===== src/hw/rtl/sip_stream_message_framer_assert.svh =====
// ---------------------------------------------------------------------------
// assertion macros for the sip stream message framer
// ---------------------------------------------------------------------------
`ifndef SIP_STREAM_MESSAGE_FRAMER_ASSERT_SVH
`define SIP_STREAM_MESSAGE_FRAMER_ASSERT_SVH

`ifndef NO_ASSERTIONS

`define SIPF_ASSERT_SAME(lbl, cond, prop, msg) \
  lbl: assert property (@(posedge clk) disable iff (rst) (cond) |-> (prop)) else $error(msg);

`define SIPF_ASSERT_NEXT(lbl, cond, prop, msg) \
  lbl: assert property (@(posedge clk) disable iff (rst) (cond) |=> (prop)) else $error(msg);

`else

`define SIPF_ASSERT_SAME(lbl, cond, prop, msg)

`define SIPF_ASSERT_NEXT(lbl, cond, prop, msg)

`endif

`endif


===== src/hw/rtl/sipf_pkg.sv =====
// ---------------------------------------------------------------------------
// sipf_pkg
// types, character codes and the header name table of the message framer
// ---------------------------------------------------------------------------
`timescale 1ns / 1ps

package sipf_pkg;

  localparam int LENGTH_BITS = 24;
  localparam int CFG_W = 24;
  localparam int PROD_W = LENGTH_BITS + 4;
  localparam int CMP_W = (PROD_W > CFG_W) ? PROD_W : CFG_W;
  localparam int NAME_LEN = 15;
  localparam int NAME_IDX_W = 4;

  localparam logic [7:0] CHAR_CR = 8'h0d;
  localparam logic [7:0] CHAR_LF = 8'h0a;
  localparam logic [7:0] CHAR_SP = 8'h20;
  localparam logic [7:0] CHAR_TAB = 8'h09;
  localparam logic [7:0] CHAR_0 = 8'h30;
  localparam logic [7:0] CHAR_9 = 8'h39;
  localparam logic [7:0] CHAR_C = 8'h43;

  localparam logic [1:0] PH_NAME = 2'd0;
  localparam logic [1:0] PH_BLANK = 2'd1;
  localparam logic [1:0] PH_DIGITS = 2'd2;
  localparam logic [1:0] PH_DONE = 2'd3;

  typedef struct packed {
    logic [7:0] data_byte;
    logic       connection_closed;
  } sipf_in_t;

  typedef struct packed {
    logic [7:0] out_byte;
    logic       out_valid;
    logic       first_of_message;
    logic       last_of_message;
    logic       in_body;
    logic       length_error;
    logic       aborted;
  } sipf_out_t;

  typedef struct packed {
    logic [1:0]             phase;
    logic [NAME_IDX_W-1:0]  name_idx;
    logic [LENGTH_BITS-1:0] acc;
    logic                   ovf;
  } sipf_len_state_t;

  function automatic logic [7:0] name_byte(input logic [NAME_IDX_W-1:0] idx);
    logic [7:0] c;
    case (idx)
      4'd0: c = 8'h43;
      4'd1: c = 8'h6f;
      4'd2: c = 8'h6e;
      4'd3: c = 8'h74;
      4'd4: c = 8'h65;
      4'd5: c = 8'h6e;
      4'd6: c = 8'h74;
      4'd7: c = 8'h2d;
      4'd8: c = 8'h4c;
      4'd9: c = 8'h65;
      4'd10: c = 8'h6e;
      4'd11: c = 8'h67;
      4'd12: c = 8'h74;
      4'd13: c = 8'h68;
      4'd14: c = 8'h3a;
      default: c = 8'h00;
    endcase
    return c;
  endfunction

endpackage


===== src/hw/rtl/sipf_len_track.sv =====
// ---------------------------------------------------------------------------
// sipf_len_track
// content-length name match, blank skip and decimal accumulate for one byte
// ---------------------------------------------------------------------------
`timescale 1ns / 1ps

module sipf_len_track (
  input  sipf_pkg::sipf_len_state_t     cur,
  input  logic [7:0]                    data_byte,
  input  logic [sipf_pkg::CMP_W-1:0]    limit,
  output sipf_pkg::sipf_len_state_t     nxt
);

  logic                           digit;
  logic                           blank;
  logic                           do_digit;
  logic [sipf_pkg::PROD_W-1:0]    prod;

  assign digit = (data_byte >= sipf_pkg::CHAR_0) && (data_byte <= sipf_pkg::CHAR_9);
  assign blank = (data_byte == sipf_pkg::CHAR_SP) || (data_byte == sipf_pkg::CHAR_TAB);
  assign prod = sipf_pkg::PROD_W'({cur.acc, 3'b000}) + sipf_pkg::PROD_W'({cur.acc, 1'b0})
              + sipf_pkg::PROD_W'(data_byte[3:0]);

  always_comb begin
    nxt = cur;
    do_digit = 1'b0;
    case (cur.phase)
      sipf_pkg::PH_NAME: begin
        if ((cur.name_idx < sipf_pkg::NAME_IDX_W'(sipf_pkg::NAME_LEN))
            && (data_byte == sipf_pkg::name_byte(cur.name_idx))) begin
          if (cur.name_idx == sipf_pkg::NAME_IDX_W'(sipf_pkg::NAME_LEN - 1)) begin
            nxt.phase = sipf_pkg::PH_BLANK;
            nxt.name_idx = '0;
          end else begin
            nxt.name_idx = cur.name_idx + 1'b1;
          end
        end else begin
          nxt.name_idx = (data_byte == sipf_pkg::CHAR_C) ? sipf_pkg::NAME_IDX_W'(1) : '0;
        end
      end
      sipf_pkg::PH_BLANK: begin
        if (!blank) begin
          if (digit) begin
            nxt.phase = sipf_pkg::PH_DIGITS;
            do_digit = 1'b1;
          end else begin
            nxt.phase = sipf_pkg::PH_DONE;
          end
        end
      end
      sipf_pkg::PH_DIGITS: begin
        if (!digit) begin
          nxt.phase = sipf_pkg::PH_DONE;
        end else begin
          do_digit = 1'b1;
        end
      end
      default: begin
        nxt = cur;
      end
    endcase
    if (do_digit && !cur.ovf) begin
      if (sipf_pkg::CMP_W'(prod) > limit) begin
        nxt.ovf = 1'b1;
      end else begin
        nxt.acc = prod[sipf_pkg::LENGTH_BITS-1:0];
      end
    end
  end

endmodule


===== src/hw/rtl/sipf_out_reg.sv =====
// ---------------------------------------------------------------------------
// sipf_out_reg
// result register with valid and stall, loads while the receiver drains it
// ---------------------------------------------------------------------------
`timescale 1ns / 1ps

module sipf_out_reg (
  input  logic                clk,
  input  logic                rst,
  input  logic                in_valid,
  output logic                in_stall,
  output logic                accept,
  input  sipf_pkg::sipf_out_t item_next,
  output logic                res_valid,
  input  logic                res_stall,
  output sipf_pkg::sipf_out_t res_item
);

  assign in_stall = res_valid && res_stall;
  assign accept = in_valid && !in_stall;

  always_ff @(posedge clk) begin
    if (rst) begin
      res_valid <= 1'b0;
    end else if (accept) begin
      res_valid <= 1'b1;
    end else if (!res_stall) begin
      res_valid <= 1'b0;
    end
  end

  always_ff @(posedge clk) begin
    if (accept) begin
      res_item <= item_next;
    end
  end

endmodule


===== src/hw/rtl/sip_stream_message_framer.sv =====
// ---------------------------------------------------------------------------
// sip_stream_message_framer
// frames a sip byte stream by header end and content-length
// ---------------------------------------------------------------------------
// usage:
//   in channel (in_valid, in_stall, in_item) takes one stream byte or a
//   connection close per item. res channel (res_valid, res_stall, res_item)
//   returns one tagged item for every input item, in order.
//   cfg_we with cfg_data writes max_body_bytes; write only while idle.
// timing:
//   one item per cycle unless res_stall holds the output; each item is loaded
//   into the output register as it is taken. header scan, length parse and
//   body count all settle in one pass of logic ahead of that register.
// stall:
//   while the output register holds an item and res_stall is high, in_stall
//   is high and no input item is taken; the held item does not change.
// reset:
//   rst (synchronous) clears framing state and res_valid and sets
//   max_body_bytes to its largest value. no clearing pass is needed.
// ---------------------------------------------------------------------------
`timescale 1ns / 1ps

`include "sip_stream_message_framer_assert.svh"

module sip_stream_message_framer (
  input  logic                      clk,
  input  logic                      rst,
  input  logic                      in_valid,
  output logic                      in_stall,
  input  sipf_pkg::sipf_in_t        in_item,
  output logic                      res_valid,
  input  logic                      res_stall,
  output sipf_pkg::sipf_out_t       res_item,
  input  logic                      cfg_we,
  input  logic [sipf_pkg::CFG_W-1:0] cfg_data
);

  localparam logic [sipf_pkg::CMP_W-1:0] LEN_MASK =
    sipf_pkg::CMP_W'({sipf_pkg::LENGTH_BITS{1'b1}});

  logic [sipf_pkg::CFG_W-1:0]       max_body_bytes;
  logic [1:0]                       term_match;
  logic [1:0]                       term_match_next;
  sipf_pkg::sipf_len_state_t        len_st;
  sipf_pkg::sipf_len_state_t        len_st_next;
  sipf_pkg::sipf_len_state_t        len_trk;
  logic [sipf_pkg::LENGTH_BITS-1:0] body_remaining;
  logic [sipf_pkg::LENGTH_BITS-1:0] body_remaining_next;
  logic [sipf_pkg::LENGTH_BITS-1:0] rem_dec;
  logic [sipf_pkg::LENGTH_BITS-1:0] body_len;
  logic                             in_body_flag;
  logic                             in_body_flag_next;
  logic                             message_started;
  logic                             message_started_next;
  logic [sipf_pkg::CMP_W-1:0]       cfg_wide;
  logic [sipf_pkg::CMP_W-1:0]       limit;
  logic                             accept;
  logic [7:0]                       b;
  sipf_pkg::sipf_out_t              item_next;

  assign b = in_item.data_byte;
  assign cfg_wide = sipf_pkg::CMP_W'(max_body_bytes);
  assign limit = (cfg_wide < LEN_MASK) ? cfg_wide : LEN_MASK;
  assign rem_dec = body_remaining - 1'b1;
  assign body_len = len_trk.ovf ? '0 : len_trk.acc;

  sipf_len_track u_len_track (
    .cur       (len_st),
    .data_byte (b),
    .limit     (limit),
    .nxt       (len_trk)
  );

  always_comb begin
    item_next = '0;
    term_match_next = term_match;
    len_st_next = len_st;
    body_remaining_next = body_remaining;
    in_body_flag_next = in_body_flag;
    message_started_next = message_started;
    if (in_item.connection_closed) begin
      item_next.aborted = message_started;
      term_match_next = '0;
      len_st_next = '0;
      body_remaining_next = '0;
      in_body_flag_next = 1'b0;
      message_started_next = 1'b0;
    end else begin
      item_next.out_byte = b;
      item_next.out_valid = 1'b1;
      if (!message_started) begin
        item_next.first_of_message = 1'b1;
        message_started_next = 1'b1;
      end
      if (in_body_flag) begin
        item_next.in_body = 1'b1;
        body_remaining_next = rem_dec;
        if (rem_dec == '0) begin
          item_next.last_of_message = 1'b1;
          term_match_next = '0;
          len_st_next = '0;
          in_body_flag_next = 1'b0;
          message_started_next = 1'b0;
        end
      end else begin
        len_st_next = len_trk;
        if (term_match == 2'd3 && b == sipf_pkg::CHAR_LF) begin
          // header end: start the body count or close a body-less message
          item_next.length_error = len_trk.ovf;
          term_match_next = '0;
          len_st_next = '0;
          body_remaining_next = body_len;
          if (body_len == '0) begin
            item_next.last_of_message = 1'b1;
            in_body_flag_next = 1'b0;
            message_started_next = 1'b0;
          end else begin
            in_body_flag_next = 1'b1;
            message_started_next = 1'b1;
          end
        end else if (!term_match[0] && b == sipf_pkg::CHAR_CR) begin
          term_match_next = term_match + 1'b1;
        end else if (term_match[0] && b == sipf_pkg::CHAR_LF) begin
          term_match_next = term_match + 1'b1;
        end else begin
          term_match_next = (b == sipf_pkg::CHAR_CR) ? 2'd1 : 2'd0;
        end
      end
    end
  end

  always_ff @(posedge clk) begin
    if (rst) begin
      max_body_bytes <= '1;
      term_match <= '0;
      len_st <= '0;
      body_remaining <= '0;
      in_body_flag <= 1'b0;
      message_started <= 1'b0;
    end else begin
      if (cfg_we) begin
        max_body_bytes <= cfg_data;
      end
      if (accept) begin
        term_match <= term_match_next;
        len_st <= len_st_next;
        body_remaining <= body_remaining_next;
        in_body_flag <= in_body_flag_next;
        message_started <= message_started_next;
      end
    end
  end

  sipf_out_reg u_out_reg (
    .clk       (clk),
    .rst       (rst),
    .in_valid  (in_valid),
    .in_stall  (in_stall),
    .accept    (accept),
    .item_next (item_next),
    .res_valid (res_valid),
    .res_stall (res_stall),
    .res_item  (res_item)
  );

  `SIPF_ASSERT_SAME(a_body_started, in_body_flag, message_started, "body without message")
  `SIPF_ASSERT_SAME(a_body_count, in_body_flag, body_remaining != '0, "body count empty")
  `SIPF_ASSERT_SAME(a_name_idle, len_st.phase != sipf_pkg::PH_NAME, len_st.name_idx == '0, "name index live")
  `SIPF_ASSERT_NEXT(a_close_clears, accept && in_item.connection_closed, !message_started && !in_body_flag, "close kept state")
  `SIPF_ASSERT_SAME(a_err_last, res_valid && res_item.length_error, res_item.last_of_message, "length error not last")

endmodule

===== config.mk =====
export PLATFORM = sky130hd
export DESIGN_NAME = sip_stream_message_framer
export DESIGN_NICKNAME = d
export VERILOG_FILES = /design/src/hw/rtl/sipf_pkg.sv /design/src/hw/rtl/sipf_len_track.sv /design/src/hw/rtl/sipf_out_reg.sv /design/src/hw/rtl/sip_stream_message_framer.sv
export VERILOG_INCLUDE_DIRS = /design/src /design/src/hw/rtl
export SDC_FILE = /design/constraint.sdc
export NUM_CORES = 1
export LEC_CHECK = 0
export BUFFER_PORTS_ARGS = -buffer_cell sky130_fd_sc_hd__buf_2
export CORE_UTILIZATION = 60
export CTS_BUF_LIST = sky130_fd_sc_hd__clkbuf_4 sky130_fd_sc_hd__clkbuf_8
export CTS_CLUSTER_SIZE = 25
export DETAILED_ROUTE_END_ITERATION = 8
export GPL_TIMING_DRIVEN = 0
export PLACE_DENSITY = 0.91
export SETUP_SLACK_MARGIN = 0.4
export SLEW_MARGIN = 0
export SYNTH_ARGS = -nofsm -noshare
export SYNTH_HDL_FRONTEND = slang
export SYNTH_HIERARCHICAL = 1
export SYNTH_SLANG_ARGS = --single-unit

===== constraint.sdc =====
create_clock -name clk -period 13.8 [get_ports clk]
set_clock_uncertainty 0.1 [all_clocks]
set_input_delay 2.76 -clock clk [delete_from_list [all_inputs] [get_ports clk]]
set_output_delay 2.76 -clock clk [all_outputs]
set_load 0.02 [all_outputs]

# Word level (Yosys, flattened, before mapping)
# Memory sizes are Yosys's and may differ from the RTL's. A register that Yosys moved wholly into a read port is not among the register bits.
# Cells that the tools add are included.
# totals
reg_bits,98
mem_bits_ro,112
input_bits,38
output_inout_bits,16
wordCells,122
n_memories,1
# op_classes
n_addsub,5
n_lt_le_gt_ge,5
eq_ne,16
n_mux,54
bitwise_logic,1
n_reduce_logical,23
# memory_table
memory,depth,width,rd,rd_clocked_by_memory_dff,wr,line_no,text
(name not given),16,7,1,1,0,sipf_pkg.sv:53,case (idx)
# ops
cell,n
$mux 24,6
$mux 31,4
$logic_not 24->1,2
$add 27x25->28,1
$add 28x4->28,1
$gt 28x24->1,1
$mux 25,1
$eq 8x4->1 const B,3
$lt 24x24->1 const B,1
$mux 1,24
$sub 24x1->24 const B,1
$mux 2,10
$mux 4,5
$ne 5x4->1 const B,2
$ne 5x5->1 const B,2
$eq 8x6->1 const B,1
$eq 8x7->1 const B,1
$eq 8x8->1,1
$ge 8x6->1 const B,1
$le 8x6->1 const B,1
$logic_and 1x1->1,8
$mux 8,1
$reduce_and 7->1,1
$pmux 2 s3,1
20 further kinds,24

# Depth between registers and ports, before layout
# Gate-level depths: netlist of run 1.
# depth
ltp_word,13
mapped_depth,26
depth_no_buf,25

# By module
# Netlist of run 1, hierarchy kept.
# by_module_without_submodules
module,n_inst,cells_each,area_per_inst_um2,seq_area_each_um2
sip_stream_message_framer,1,496,4250.3,1661.6
sipf_len_track,1,402,3256.9,0.0
sipf_out_reg,1,19,466.7,440.4

# Worst setup path before layout of run 1
# Ideal clock, no wire load.
# synth_path
path_kind,input to register
start,input port in_item[4] (netlist name)
end,register message_started
setup_time_ps,92
arrival_time_ps,7904
t_required_ps,13608
setup_slack_ps,5703
path_stages,25
n_path_buf,1
cell_sequence,fa_1 inv_1 fa_1 nand2b_1 a21oi_1 o2111ai_1 a21oi_2 a31oi_2 o31ai_1 xor2_1 ha_1 nand4_1 or2_1 nor3_2 inv_1 o221a_2 o21ai_4 buf_12 mux2_4 nor4_1 and4_1 a31oi_1 nor3_1 or4b_2 o32ai_1
# synth_lines
element,line_no,text
"start, declared",sip_stream_message_framer.sv:30,"input sipf_pkg::sipf_in_t in_item,"
"end signal, assigned",sip_stream_message_framer.sv:149,message_started <= message_started_next;
"end, declared",sip_stream_message_framer.sv:53,logic message_started;

==> key figures, run 1 <==
Outcome
  • Run status: completed

Worst hold path
  • WHS Path Cells: 1
  • Worst min path class: reg -> reg

Logic synthesis
  • Top cells by count, synth: ha_1, dfxtp_1, nor2_1
  • Synth area leaders: dfxtp_1, ha_1, edfxtp_1, mux2_4, a22o_1
  • Synth Area in Simple Gates: 0.201
  • Largest family of logic cells by synthesized area: compound AO/OA/AOI/OAI gates
  • Compound-Gate Fraction of Synth Area: 0.234
  • Largest area contributor in the netlist: dfxtp_1
  • Synth Flop Type: dfxtp_1
  • Count of cell types in the netlist: 88
  • Synth Area in Adders: 0.142
  • Mapped Area: 0.00797 mm2
  • Async set-or-reset flop fraction in the synthesized netlist: 0
  • Mux cell area share after synthesis: 0.0471
  • Dominant cell by count in the synthesized netlist: ha_1
  • Syn. warnings: 6
  • Seq cells post-synth: 98
  • Synthesized instance count: 917
  • Synth Area in XOR/XNOR: 0.0439
  • Post-synthesis sequential area ratio: 0.264
  • Avg Cell Area, Syn: 8.70 um2
  • Post-synth EDFFs: 14
  • Top cell type's share of synthesized area: 0.211

Cells and area
  • Antenna diode count: 0
  • Area Overhead vs Synth: 8.71%
  • Nets: 1109
  • Layout cells sized above 1: 0.130

STA
  • Fin. max-slew vios: 0
  • Unrepaired setup endpoints after global routing: false
  • Final Hold Fails: 0
  • Fmax: 111 MHz
  • Final setup vio count: 0
  • Slew headroom: 0.390
  • Sum Neg Setup Slack: 0 ps
  • Worst-margin pin slew: 908 ps
  • Final min period: 9050 ps
  • Tcrit/Tclk final: 0.656

Power and ir drop
  • Static leakage: 4.06 nW
  • Tot Pwr: 0.000606 W
  • Maximum VDD drop: 0.0487 mV
  • Power Density: 69.9 mW/mm2

Placed design
  • PortBufs: 52
  • Final HPWL DP: 15200 um
  • Routability congestion estimate: 0.936

Drt
  • Vias: 7348
  • Final ANT Viol Nets: 0
  • Avg WL per Cell: 17.1 um
  • DRC viols: 0
  • Via density: 6.33
  • Initial DRT Pass Iterations: 5
  • Total wire length: 19900 um
  • Initial DRC count: 674

Floorplanning
  • IO Count: 54
  • Die H: 117 um
  • Die Span X: 117 um
  • Core area: 0.0128 mm2
  • Row Count: 41
  • Initial core utilization: 0.624
  • Die area: 0.0138 mm2

Clock tree
  • Post-CTS resize count: 0
  • Clock buffer depth: 2
  • Root buffer cell: clkbuf_8
  • Clock transition at path regs: 100 ps
  • CTS tree: done
  • Clock sink count: 98
  • # hold bufs at CTS: 0
  • Total CTS buffers: 9
  • Postcts setup bufs: 0
  • Worst skew pair latency: 400 ps
  • H-tree depth: 3

Setup path
  • Crit path buf inv count: 4
  • Critical path required time: 13960 ps
  • CP Max Fanout: 10
  • CP delay by family, top: compound AO/OA/AOI/OAI gates
  • Slowest stage delay, CP: 520 ps
  • R2r setup slk: 6840 ps
  • CP arrival: 9210 ps
  • Critical Path End Type: flop
  • Highest-delay cell along the critical path: fa_1
  • CP startpoint kind: input port
  • Worst reg2reg path depth: 25
  • CP Depth: 26
  • Crit Path Class: in -> reg

Global route
  • Antenna violations before repair: 0
  • Largest net degree at the start of global routing: 23
  • Vias in the first global route: 6749
  • Overflow after GRT: 0
  • First-pass GRT wire length: 32100 um
  • Gr usage total: 0.303

Job
  • Max Cap Viol: 0
-- report_power, final --
part / leakage, nW / internal, W / switching, W / total, W
clock: 0.108 / 0.0000876 / 0.000116 / 0.000203
combinational: 3.13 / 0.0000375 / 0.0000626 / 0.000100
sequential: 0.825 / 0.000299 / 0.00000429 / 0.000303
-- layer usage --
metal	track usage	share of wire	vias to the layer above	wire, um
met2	0.515	0.47	349	9260
met4	0.135	0.030	0	599
met1	0.381	0.42	3437	8400
met3	0.0412	0.081	61	1600
met5	0	0	-	0
li1	-	-	3501	-
-- worst reg2reg max path, delay by kind of cell, from the launching register on --
family / cells / cell delay (ps)
and+or+nand+nor: 8 / 2030
DFF: 1 / 380
AOI/OAI and AO/OA: 9 / 2170
xor gates and xnor gates: 1 / 110
buffers and inverters: 3 / 340
muxes: 1 / 330
adders and majority gates: 3 / 1350
-- kinds of logic (layout without fill, tap and decap cells) --
group | after synthesis | count (layout)
AOI/OAI and AO/OA | 256 | 256
xor gates and xnor gates | 40 | 40
adders and majority gates | 90 | 90
buffers and inverters | 125 | 193
DFF | 98 | 98
muxes | 27 | 27
other | 1 | 4
and+or+nand+nor | 280 | 280
-- flip-flops by register name (all words and copies together) (netlist names) --
register	flops
body_remaining	24
message_started	1
term_match	2
u_out_reg/res_valid	1
len_st	31
in_body_flag	1
max_body_bytes	24
u_out_reg/res_item	14
-- final timing paths --
check                                   start               to
worst max register to register      len_st[1]  message_started
worst min register to register  term_match[1]    term_match[1]
worst max-delay path               in_item[4]  message_started
worst min-delay path            term_match[1]    term_match[1]
-- layout by cell type (no fill, tap or decap), drive strengths merged, types with 11 or more instances in the layout --
cell type and instances:
nor4 18, o21ai 29, nand4 13, mux2 24
dfxtp 84, nor2b 42, a21o 20, nand2 41
edfxtp 14, buf 65, ha 86, a31oi 14
a21oi 58, clkbuf 67, nand3 13, xor2 19
nor2 62, nor3b 11, a211o 24, inv 58
a22o 34, xnor2 21, nor3 27
-- final cells by class --
| cell class | count | area, um2 |
|---|---|---|
| flip-flops and latches | 98 | 2100 |
| inverters | 54 | 203 |
| well taps | 172 | 215 |
| multi-input cells | 697 | 5340 |
| repair buffers | 52 | 260 |
| clock inverters | 7 | 83.8 |
| plain buffers | 71 | 338 |
| clock buffers | 9 | 124 |
| fillers | 1007 | 4110 |
-- through the flow --
stage	area [um2]	hold slack (ps)	worst slack, ps	instances	utilization
floorplan	7990	336	5700	920	-
global placement	8460	352	4630	1144	0.662
detailed placement	8460	357	4460	1144	0.662
CTS	8670	396	4830	1160	0.679
global route	8670	421	4460	1160	0.679
finish	8670	398	4750	1160	0.679
Power figures use the tool's default switching activity.
==> inputs of run 2 (changes only) <==
--- a/config.mk
+++ b/config.mk
@@ -6,13 +6,14 @@
 export SDC_FILE = /design/constraint.sdc
 export NUM_CORES = 1
 export LEC_CHECK = 0
+export ABC_AREA = 1
 export BUFFER_PORTS_ARGS = -buffer_cell sky130_fd_sc_hd__buf_2
-export CORE_UTILIZATION = 60
+export CORE_UTILIZATION = 58
 export CTS_BUF_LIST = sky130_fd_sc_hd__clkbuf_4 sky130_fd_sc_hd__clkbuf_8
 export CTS_CLUSTER_SIZE = 25
 export DETAILED_ROUTE_END_ITERATION = 8
 export GPL_TIMING_DRIVEN = 0
-export PLACE_DENSITY = 0.91
+export PLACE_DENSITY = 0.92
 export SETUP_SLACK_MARGIN = 0.4
 export SLEW_MARGIN = 0
 export SYNTH_ARGS = -nofsm -noshare
==> constraint.sdc (replaced) <==
create_clock -name clk -period 7.9 [get_ports clk]
set_clock_uncertainty 0.1 [all_clocks]
set_input_delay 1.58 -clock clk [delete_from_list [all_inputs] [get_ports clk]]
set_output_delay 1.58 -clock clk [all_outputs]
set_load 0.02 [all_outputs]
==> run 2 against run 1 <==
Die area up 16%; sequential power up 89%; combinational power grew to 5.4 times the previous value.
==> key figures, run 2 <==
Outcome
  • Run status: completed

Cells and area
  • Nets: 1609 (+45%)
  • Antenna diode count: 0 (unchanged)
  • Area Overhead vs Synth: 7.92%
  • Top Registers: len_st x31, body_remaining x24, max_body_bytes x24
  • Layout cells sized above 1: 0.114 (-0.0153)
  • Biggest register: len_st
  • Commonest non-fill, non-tap cell in the layout: nand2_1
  • Most frequent cells in the layout: nand2_1, inv_1, nor2_1, nand3_1, ha_1
  • Max reg flops: 31 (unchanged)

Clock tree
  • Clock transition at path regs: 120 ps (+20 ps)
  • Total CTS buffers: 9 (unchanged)
  • Worst skew pair latency: 420 ps (+20 ps)
  • CTS tree: done
  • Clock sink count: 98 (unchanged)
  • Postcts setup bufs: 0 (unchanged)
  • # hold bufs at CTS: 0 (unchanged)
  • Clock buffer depth: 2 (unchanged)
  • Post-CTS resize count: 0 (unchanged)
  • H-tree depth: 3 (unchanged)
  • Root buffer cell: clkbuf_8

Power and ir drop
  • Static leakage: 5.00 nW (+23%)
  • Combinational power share: 0.369 (+0.204)
  • Flop pwr share: 0.391 (-0.109)
  • Tot Pwr: 0.00147 W (+140%)
  • Clock power frac: 0.240 (-0.095)
  • Net Switching: 0.000612 W (+240%)
  • Maximum VDD drop: 0.0907 mV (+86%)
  • Power Density: 151 mW/mm2 (+120%)
  • Int Power: 0.000856 W (+100%)
  • Sw Share: 0.417 (+0.116)

Placed design
  • Final HPWL DP: 18900 um (+24%)
  • PortBufs: 52 (unchanged)
  • Routability congestion estimate: 1.05 (+13%)

Setup path
  • R2r endpoint: u_out_reg/res_item[3]
  • Worst reg2reg path depth: 26 (+4.0%)
  • R2r setup slk: 1870 ps (-4970 ps)
  • Critical Path End Type: flop
  • Crit Path Class: in -> reg
  • RR Startpoint: len_st[1]
  • CP Max Fanout: 10 (unchanged)
  • CP arrival: 7100 ps (-2110 ps)
  • Critical path required time: 8040 ps (-5920 ps)
  • CP startpoint kind: input port

STA
  • Final Hold Fails: 0 (unchanged)
  • Fin. max-slew vios: 0 (unchanged)
  • Fmax: 144 MHz
  • Worst-margin pin slew: 720 ps (-188 ps)
  • Sum Neg Setup Slack: 0 ps (unchanged)
  • Tcrit/Tclk final: 0.881
  • Slew headroom: 0.519 (+0.129)
  • Final min period: 6960 ps
  • Final setup vio count: 0 (unchanged)
  • Unrepaired setup endpoints after global routing: false

Logic synthesis
  • Async set-or-reset flop fraction in the synthesized netlist: 0 (unchanged)
  • Synth area leaders: dfxtp_1, nand2_1, ha_1, nand3_1, inv_1
  • Count of cell types in the netlist: 48 (-45%)
  • Syn. warnings: 6 (unchanged)
  • Seq cells post-synth: 98 (unchanged)
  • Largest area contributor in the netlist: dfxtp_1
  • Mapped Area: 0.00899 mm2 (+13%)
  • Top cell type's share of synthesized area: 0.187 (-0.0239)
  • Top cells by count, synth: nand2_1, inv_1, nand3_1, nor2_1, ha_1
  • Synthesized instance count: 1417 (+55%)
  • Dominant cell by count in the synthesized netlist: nand2_1
  • Synth Flop Type: dfxtp_1
  • Post-synthesis sequential area ratio: 0.234 (-0.0299)
  • Post-synth EDFFs: 14 (unchanged)
  • Avg Cell Area, Syn: 6.35 um2 (-27%)

Drt
  • Avg WL per Cell: 14.5 um (-15%)
  • DRC viols: 0 (unchanged)
  • Initial DRT Pass Iterations: 7 (+2)
  • Vias: 9642 (+31%)
  • Initial DRC count: 904 (+34%)
  • Final ANT Viol Nets: 0 (unchanged)
  • Total wire length: 24300 um (+23%)
  • Via density: 5.75 (-9.2%)

Global route
  • Vias in the first global route: 8804 (+30%)
  • Largest net degree at the start of global routing: 21 (-8.7%)
  • First-pass GRT wire length: 40000 um (+25%)
  • Overflow after GRT: 0 (unchanged)
  • Antenna violations before repair: 0 (unchanged)
  • Gr usage total: 0.308 (+0.00565)

Floorplanning
  • IO Count: 54 (unchanged)
  • Die area: 0.0160 mm2 (+16%)
  • Core area: 0.0151 mm2 (+19%)
  • Initial core utilization: 0.594 (-0.0305)
  • Die H: 127 um (+7.9%)
  • Row Count: 45 (+9.8%)
  • Die Span X: 127 um (+7.9%)

Worst hold path
  • WHS Path Cells: 2 (+1)
  • Hold endpoint: max_body_bytes[19]
  • Hold path start: max_body_bytes[19]
  • Worst min path class: reg -> reg

Job
  • Max Cap Viol: 0 (unchanged)
==> run 2: changes by cell type after synthesis, sizes merged, moves of 25 or more <==
| cell | before | now |
|---|---|---|
| nand3 | 13 | 140 |
| nor2 | 62 | 157 |
| o21ai | 29 | 54 |
| nor2b | 42 | 0 |
| inv | 54 | 168 |
| a21oi | 58 | 112 |
| a22o | 34 | 0 |
| nand2 | 41 | 417 |
==> run 2: area by class of cell <==
type,instances,area [um2]
multi-input cells,1077,5870
fillers,1330,5440
flip-flops and latches,98,2100
inverters,171,642
plain buffers,74,390
repair buffers,52,260
well taps,188,235
clock buffers,9,124
clock inverters,7,81.3
==> run 2: worst max-delay path by stage <==
stage | start | end | slack [ps] | cells past startpoint
6_report | in_item[4] | u_out_reg/res_item[3] | 940 | 27
3_3_place_gp | in_item[4] | u_out_reg/res_item[3] | 1150 | 27
3_5_place_dp | in_item[4] | u_out_reg/res_item[3] | 960 | 27
2_1_floorplan | in_item[4] | u_out_reg/res_item[3] | 2250 | 25
5_1_grt | in_item[4] | u_out_reg/res_item[3] | 830 | 27
4_1_cts | in_item[4] | u_out_reg/res_item[3] | 1190 | 27
==> run 2: stage by stage <==
stage / setup slack, ps / area (um2) / hold slack (ps) / std cells / util
finish: 941 / 9700 / 367 / 1676 / 0.641
global route: 829 / 9700 / 387 / 1676 / 0.641
CTS: 1190 / 9700 / 370 / 1676 / 0.641
detailed placement: 963 / 9500 / 343 / 1660 / 0.627
global placement: 1150 / 9500 / 339 / 1660 / 0.627
floorplan: 2250 / 9000 / 327 / 1420 / -
==> run 2: kinds of logic (layout without fill, tap and decap cells) <==
| kind of cell | count (synthesis) | count (layout) | synth area share |
|---|---|---|---|
| AND/OR/NAND/NOR | 768 | 768 | 0.375 |
| buffers and inverters | 245 | 313 | 0.115 |
| AO/OA/AOI/OAI | 197 | 197 | 0.132 |
| flip-flops | 98 | 98 | 0.234 |
| adder cells (fa/ha/maj) | 88 | 88 | 0.124 |
| XOR/XNOR | 20 | 20 | 0.0195 |
| other | 1 | 4 | 0.000417 |
==> run 2: worst max-delay path, cell delays in order <==
cell and delay (ps):
buf_2 180, fa_1 550, inv_1 90, fa_1 510
o21ai_2 310, nand3_1 110, nand2_1 110, nand2_1 70
nand2_1 120, nand3_1 90, nand2_1 80, xor2_1 70
ha_1 300, nand4_1 200, nor3_2 370, nand4_1 280
nand2_2 230, nand2_4 120, buf_6 190, nand2_2 60
nand2_1 70, nand2_1 100, o21ai_0 120, nor4_1 420
nand3_1 200, nand3b_1 250, a21oi_1 280
==> run 2: routing by layer <==
metal | up-vias | wire length, um | GRT usage
met4 | 0 | 905 | 0.162
li1 | 4731 | - | -
met2 | 508 | 11200 | 0.519
met3 | 91 | 2280 | 0.0426
met1 | 4312 | 9890 | 0.384
met5 | - | 0 | 0
==> run 2: power by group through the flow <==
stage          registers, W  logic [W]  clock network, W
6_report           0.000574   0.000542          0.000352
5_1_grt            0.000579   0.000605          0.000371
4_1_cts            0.000573   0.000530          0.000348
3_5_place_dp       0.000585   0.000525                 0
3_3_place_gp       0.000583   0.000503                 0
2_1_floorplan      0.000581   0.000397                 0
==> inputs of run 3 (changes only) <==
==> constraint.sdc (replaced) <==
create_clock -name clk -period 5.64 [get_ports clk]
set_clock_uncertainty 0.1 [all_clocks]
set_input_delay 1.128 -clock clk [delete_from_list [all_inputs] [get_ports clk]]
set_output_delay 1.128 -clock clk [all_outputs]
set_load 0.02 [all_outputs]
==> run 3 against run 2 <==
The run now ends with negative setup slack left; global-route usage grew 1.7 points; register-to-register slack lost 1800 ps; routed wire length grew 14%; combinational power grew 56%; largest cell class unchanged; sequential cell count is the same.
==> key figures, run 3 (synthesis gave the netlist of run 2 again) <==
Setup path
  • Highest-delay cell along the critical path: fa_1
  • R2r endpoint: u_out_reg/res_item[3]
  • RR Startpoint: len_st[12]
  • R2r setup slk: 30 ps (-1840 ps)
  • Critical path required time: 5800 ps (-2240 ps)
  • CP delay by family, top: simple AND/OR/NAND/NOR gates
  • Worst reg2reg path depth: 26 (unchanged)
  • CP arrival: 6140 ps (-960 ps)
  • CP startpoint kind: input port
  • Crit path buf inv count: 3 (unchanged)
  • Crit path top cell by count: nand2_1
  • Slowest stage delay, CP: 530 ps (-20 ps)
  • CP Max Fanout: 5 (-5)
  • Crit Path Class: in -> reg
  • Critical Path End Type: flop

Floorplanning
  • Die H: 127 um (unchanged)
  • Initial core utilization: 0.594 (unchanged)
  • Row Count: 45 (unchanged)
  • Die area: 0.0160 mm2 (unchanged)
  • Die Span X: 127 um (unchanged)
  • Core area: 0.0151 mm2 (unchanged)
  • IO Count: 54 (unchanged)

Clock tree
  • Clock sink count: 98 (unchanged)
  • Root buffer cell: clkbuf_8
  • Total CTS buffers: 9 (unchanged)
  • H-tree depth: 3 (unchanged)
  • CTS tree: done
  • Clock transition at path regs: 120 ps (about the same)
  • Worst skew pair latency: 410 ps (about the same)
  • Clock buffer depth: 2 (unchanged)

Global route
  • First-pass GRT wire length: 42100 um (+5.2%)
  • Gr usage total: 0.325 (+0.0165)
  • Antenna violations before repair: 0 (unchanged)
  • Vias in the first global route: 9258 (+5.2%)
  • Overflow after GRT: 0 (unchanged)
  • Largest net degree at the start of global routing: 21 (unchanged)

Placed design
  • Routability congestion estimate: 1.05 (unchanged)
  • Final HPWL DP: 18900 um (unchanged)
  • PortBufs: 52 (unchanged)
  • Placed cell count: 1660 (unchanged)

Drt
  • Avg WL per Cell: 16.0 um (+10%)
  • Metal3 WL: 2890 um (+27%)
  • Initial DRC count: 1582 (+75%)
  • Via density: 6.02 (+4.6%)
  • DRC viols: 0 (unchanged)
  • Final ANT Viol Nets: 0 (unchanged)
  • Initial DRT Pass Iterations: 7 (unchanged)
  • Met1 WL: 10300 um (+4.6%)
  • Metal2 WL: 12700 um (+13%)
  • Top Layer Used: met4
  • Total wire length: 27600 um (+14%)
  • Vias: 10.4k (+7.6%)

STA
  • Sum Neg Setup Slack: -1500 ps (-1500 ps)
  • Final Hold Fails: 0 (unchanged)
  • Final min period: 5980 ps
  • Slew headroom: 0.520 (+0.000630)
  • Unrepaired setup endpoints after global routing: true
  • Fmax: 167 MHz
  • Fin. max-slew vios: 0 (unchanged)
  • Setup ws final: -341 ps (-1280 ps)
  • Final setup vio count: 6 (+6)
  • Worst-margin pin slew: 719 ps (-0.944 ps)
  • Tcrit/Tclk final: 1.06

Worst hold path
  • Hold endpoint: max_body_bytes[16]
  • WHS Path Cells: 2 (unchanged)
  • Worst min path class: reg -> reg
  • Hold path start: max_body_bytes[16]

Power and ir drop
  • Power Density: 206 mW/mm2 (+36%)
  • Net Switching: 0.000903 W (+48%)
  • Clock power frac: 0.229 (-0.011)
  • Flop pwr share: 0.376 (-0.015)
  • Sw Share: 0.421 (+0.00439)
  • Int Power: 0.00124 W (+45%)
  • Maximum VDD drop: 0.127 mV (+40%)
  • Static leakage: 5.31 nW (+6.1%)
  • Combinational power share: 0.395 (+0.026)

Cells and area
  • Commonest non-fill, non-tap cell in the layout: nand2_1
  • Biggest register: len_st
  • Max reg flops: 31 (unchanged)
  • Top Registers: len_st x31, body_remaining x24, max_body_bytes x24
  • Area Overhead vs Synth: 15.6%
  • Layout cells sized above 1: 0.178 (+0.0641)
  • Most frequent cells in the layout: nand2_1, inv_1, nor2_1
  • Finished Layout Cells: 1724 (+2.9%)
  • Antenna diode count: 0 (unchanged)
  • Nets: 1657 (+3.0%)

Job
  • Max Cap Viol: 0 (unchanged)

Outcome
  • Failing checks: negative setup slack
  • Run status: finished, violations left
-- run 3: changes by cell type in the layout (fill, tap and decap cells not counted), sizes merged --
cell and delta:
buf +48, clkinv -1, inv +1
-- run 3: cell type report --
type                       count  area, um2
tap                          188        235
multi-input combinational   1077       6120
clock inverter                 7       81.3
timing repair buffer         100        677
inverter                     171        644
clock buffer                   9        124
sequential                    98       2100
buffer                        74        412
fill                        1141       4750
-- run 3: worst reg2reg max path, cell delays in order, from the launching register on --
cell,delay (ps)
dfxtp_1,480
ha_1,290
ha_1,360
a21oi_1,210
inv_1,70
a21oi_1,170
inv_1,100
o21ai_0,360
nand3_1,120
nand2_1,100
nand2_1,120
ha_1,320
nand4_1,180
nor3_4,290
nand4_1,290
nand2_2,220
nand2_4,100
buf_6,160
buf_8,130
nand2_4,70
nand2_4,60
nand2_2,70
nand4_1,190
nor4_4,240
nand3_2,150
nand3b_1,260
a21oi_2,250
-- run 3: worst max-delay path by stage --
stage,endpoint,depth (start not counted),startpoint
floorplan,u_out_reg/res_item[3],25,in_item[4]
global placement,u_out_reg/res_item[3],27,in_item[4]
detailed placement,u_out_reg/res_item[3],27,in_item[4]
CTS,u_out_reg/res_item[3],27,in_item[4]
global route,u_out_reg/res_item[3],28,in_item[4]
finish,u_out_reg/res_item[3],28,in_item[4]
-- run 3: per-layer routing --
layer / up-vias / global-route usage
li1: 4818 / -
met1: 4614 / 0.390
met2: 749 / 0.545
met3: 191 / 0.0544
met4: 0 / 0.196
met5: - / 0
-- run 3: timing repair --
action	CTS	global route
gates cloned	1	0
hold buffers	0	0
setup endpoints to repair	30	31
pin swaps	26	32
resized for setup	44	53
buffers inserted	32	15
-- run 3: power by group through the flow --
stage / combinational [W] / sequential [W] / clock (W)
5_1_grt: 0.000930 / 0.000811 / 0.000516
2_1_floorplan: 0.000556 / 0.000814 / 0
3_5_place_dp: 0.000735 / 0.000819 / 0
3_3_place_gp: 0.000705 / 0.000817 / 0
6_report: 0.000847 / 0.000806 / 0.000491
4_1_cts: 0.000780 / 0.000803 / 0.000488
-- run 3: per-stage QoR --
step                total power (W)  area [um2]  hold slack (ps)  utilization  setup slack [ps]
floorplan                   0.00137        9000              327            -               447
global placement            0.00152        9500              339        0.627              -659
detailed placement          0.00155        9500              343        0.627              -845
CTS                         0.00207       10100              370        0.668              70.5
global route                0.00226       10400              386        0.686              -452
finish                      0.00214       10400              367        0.686              -341
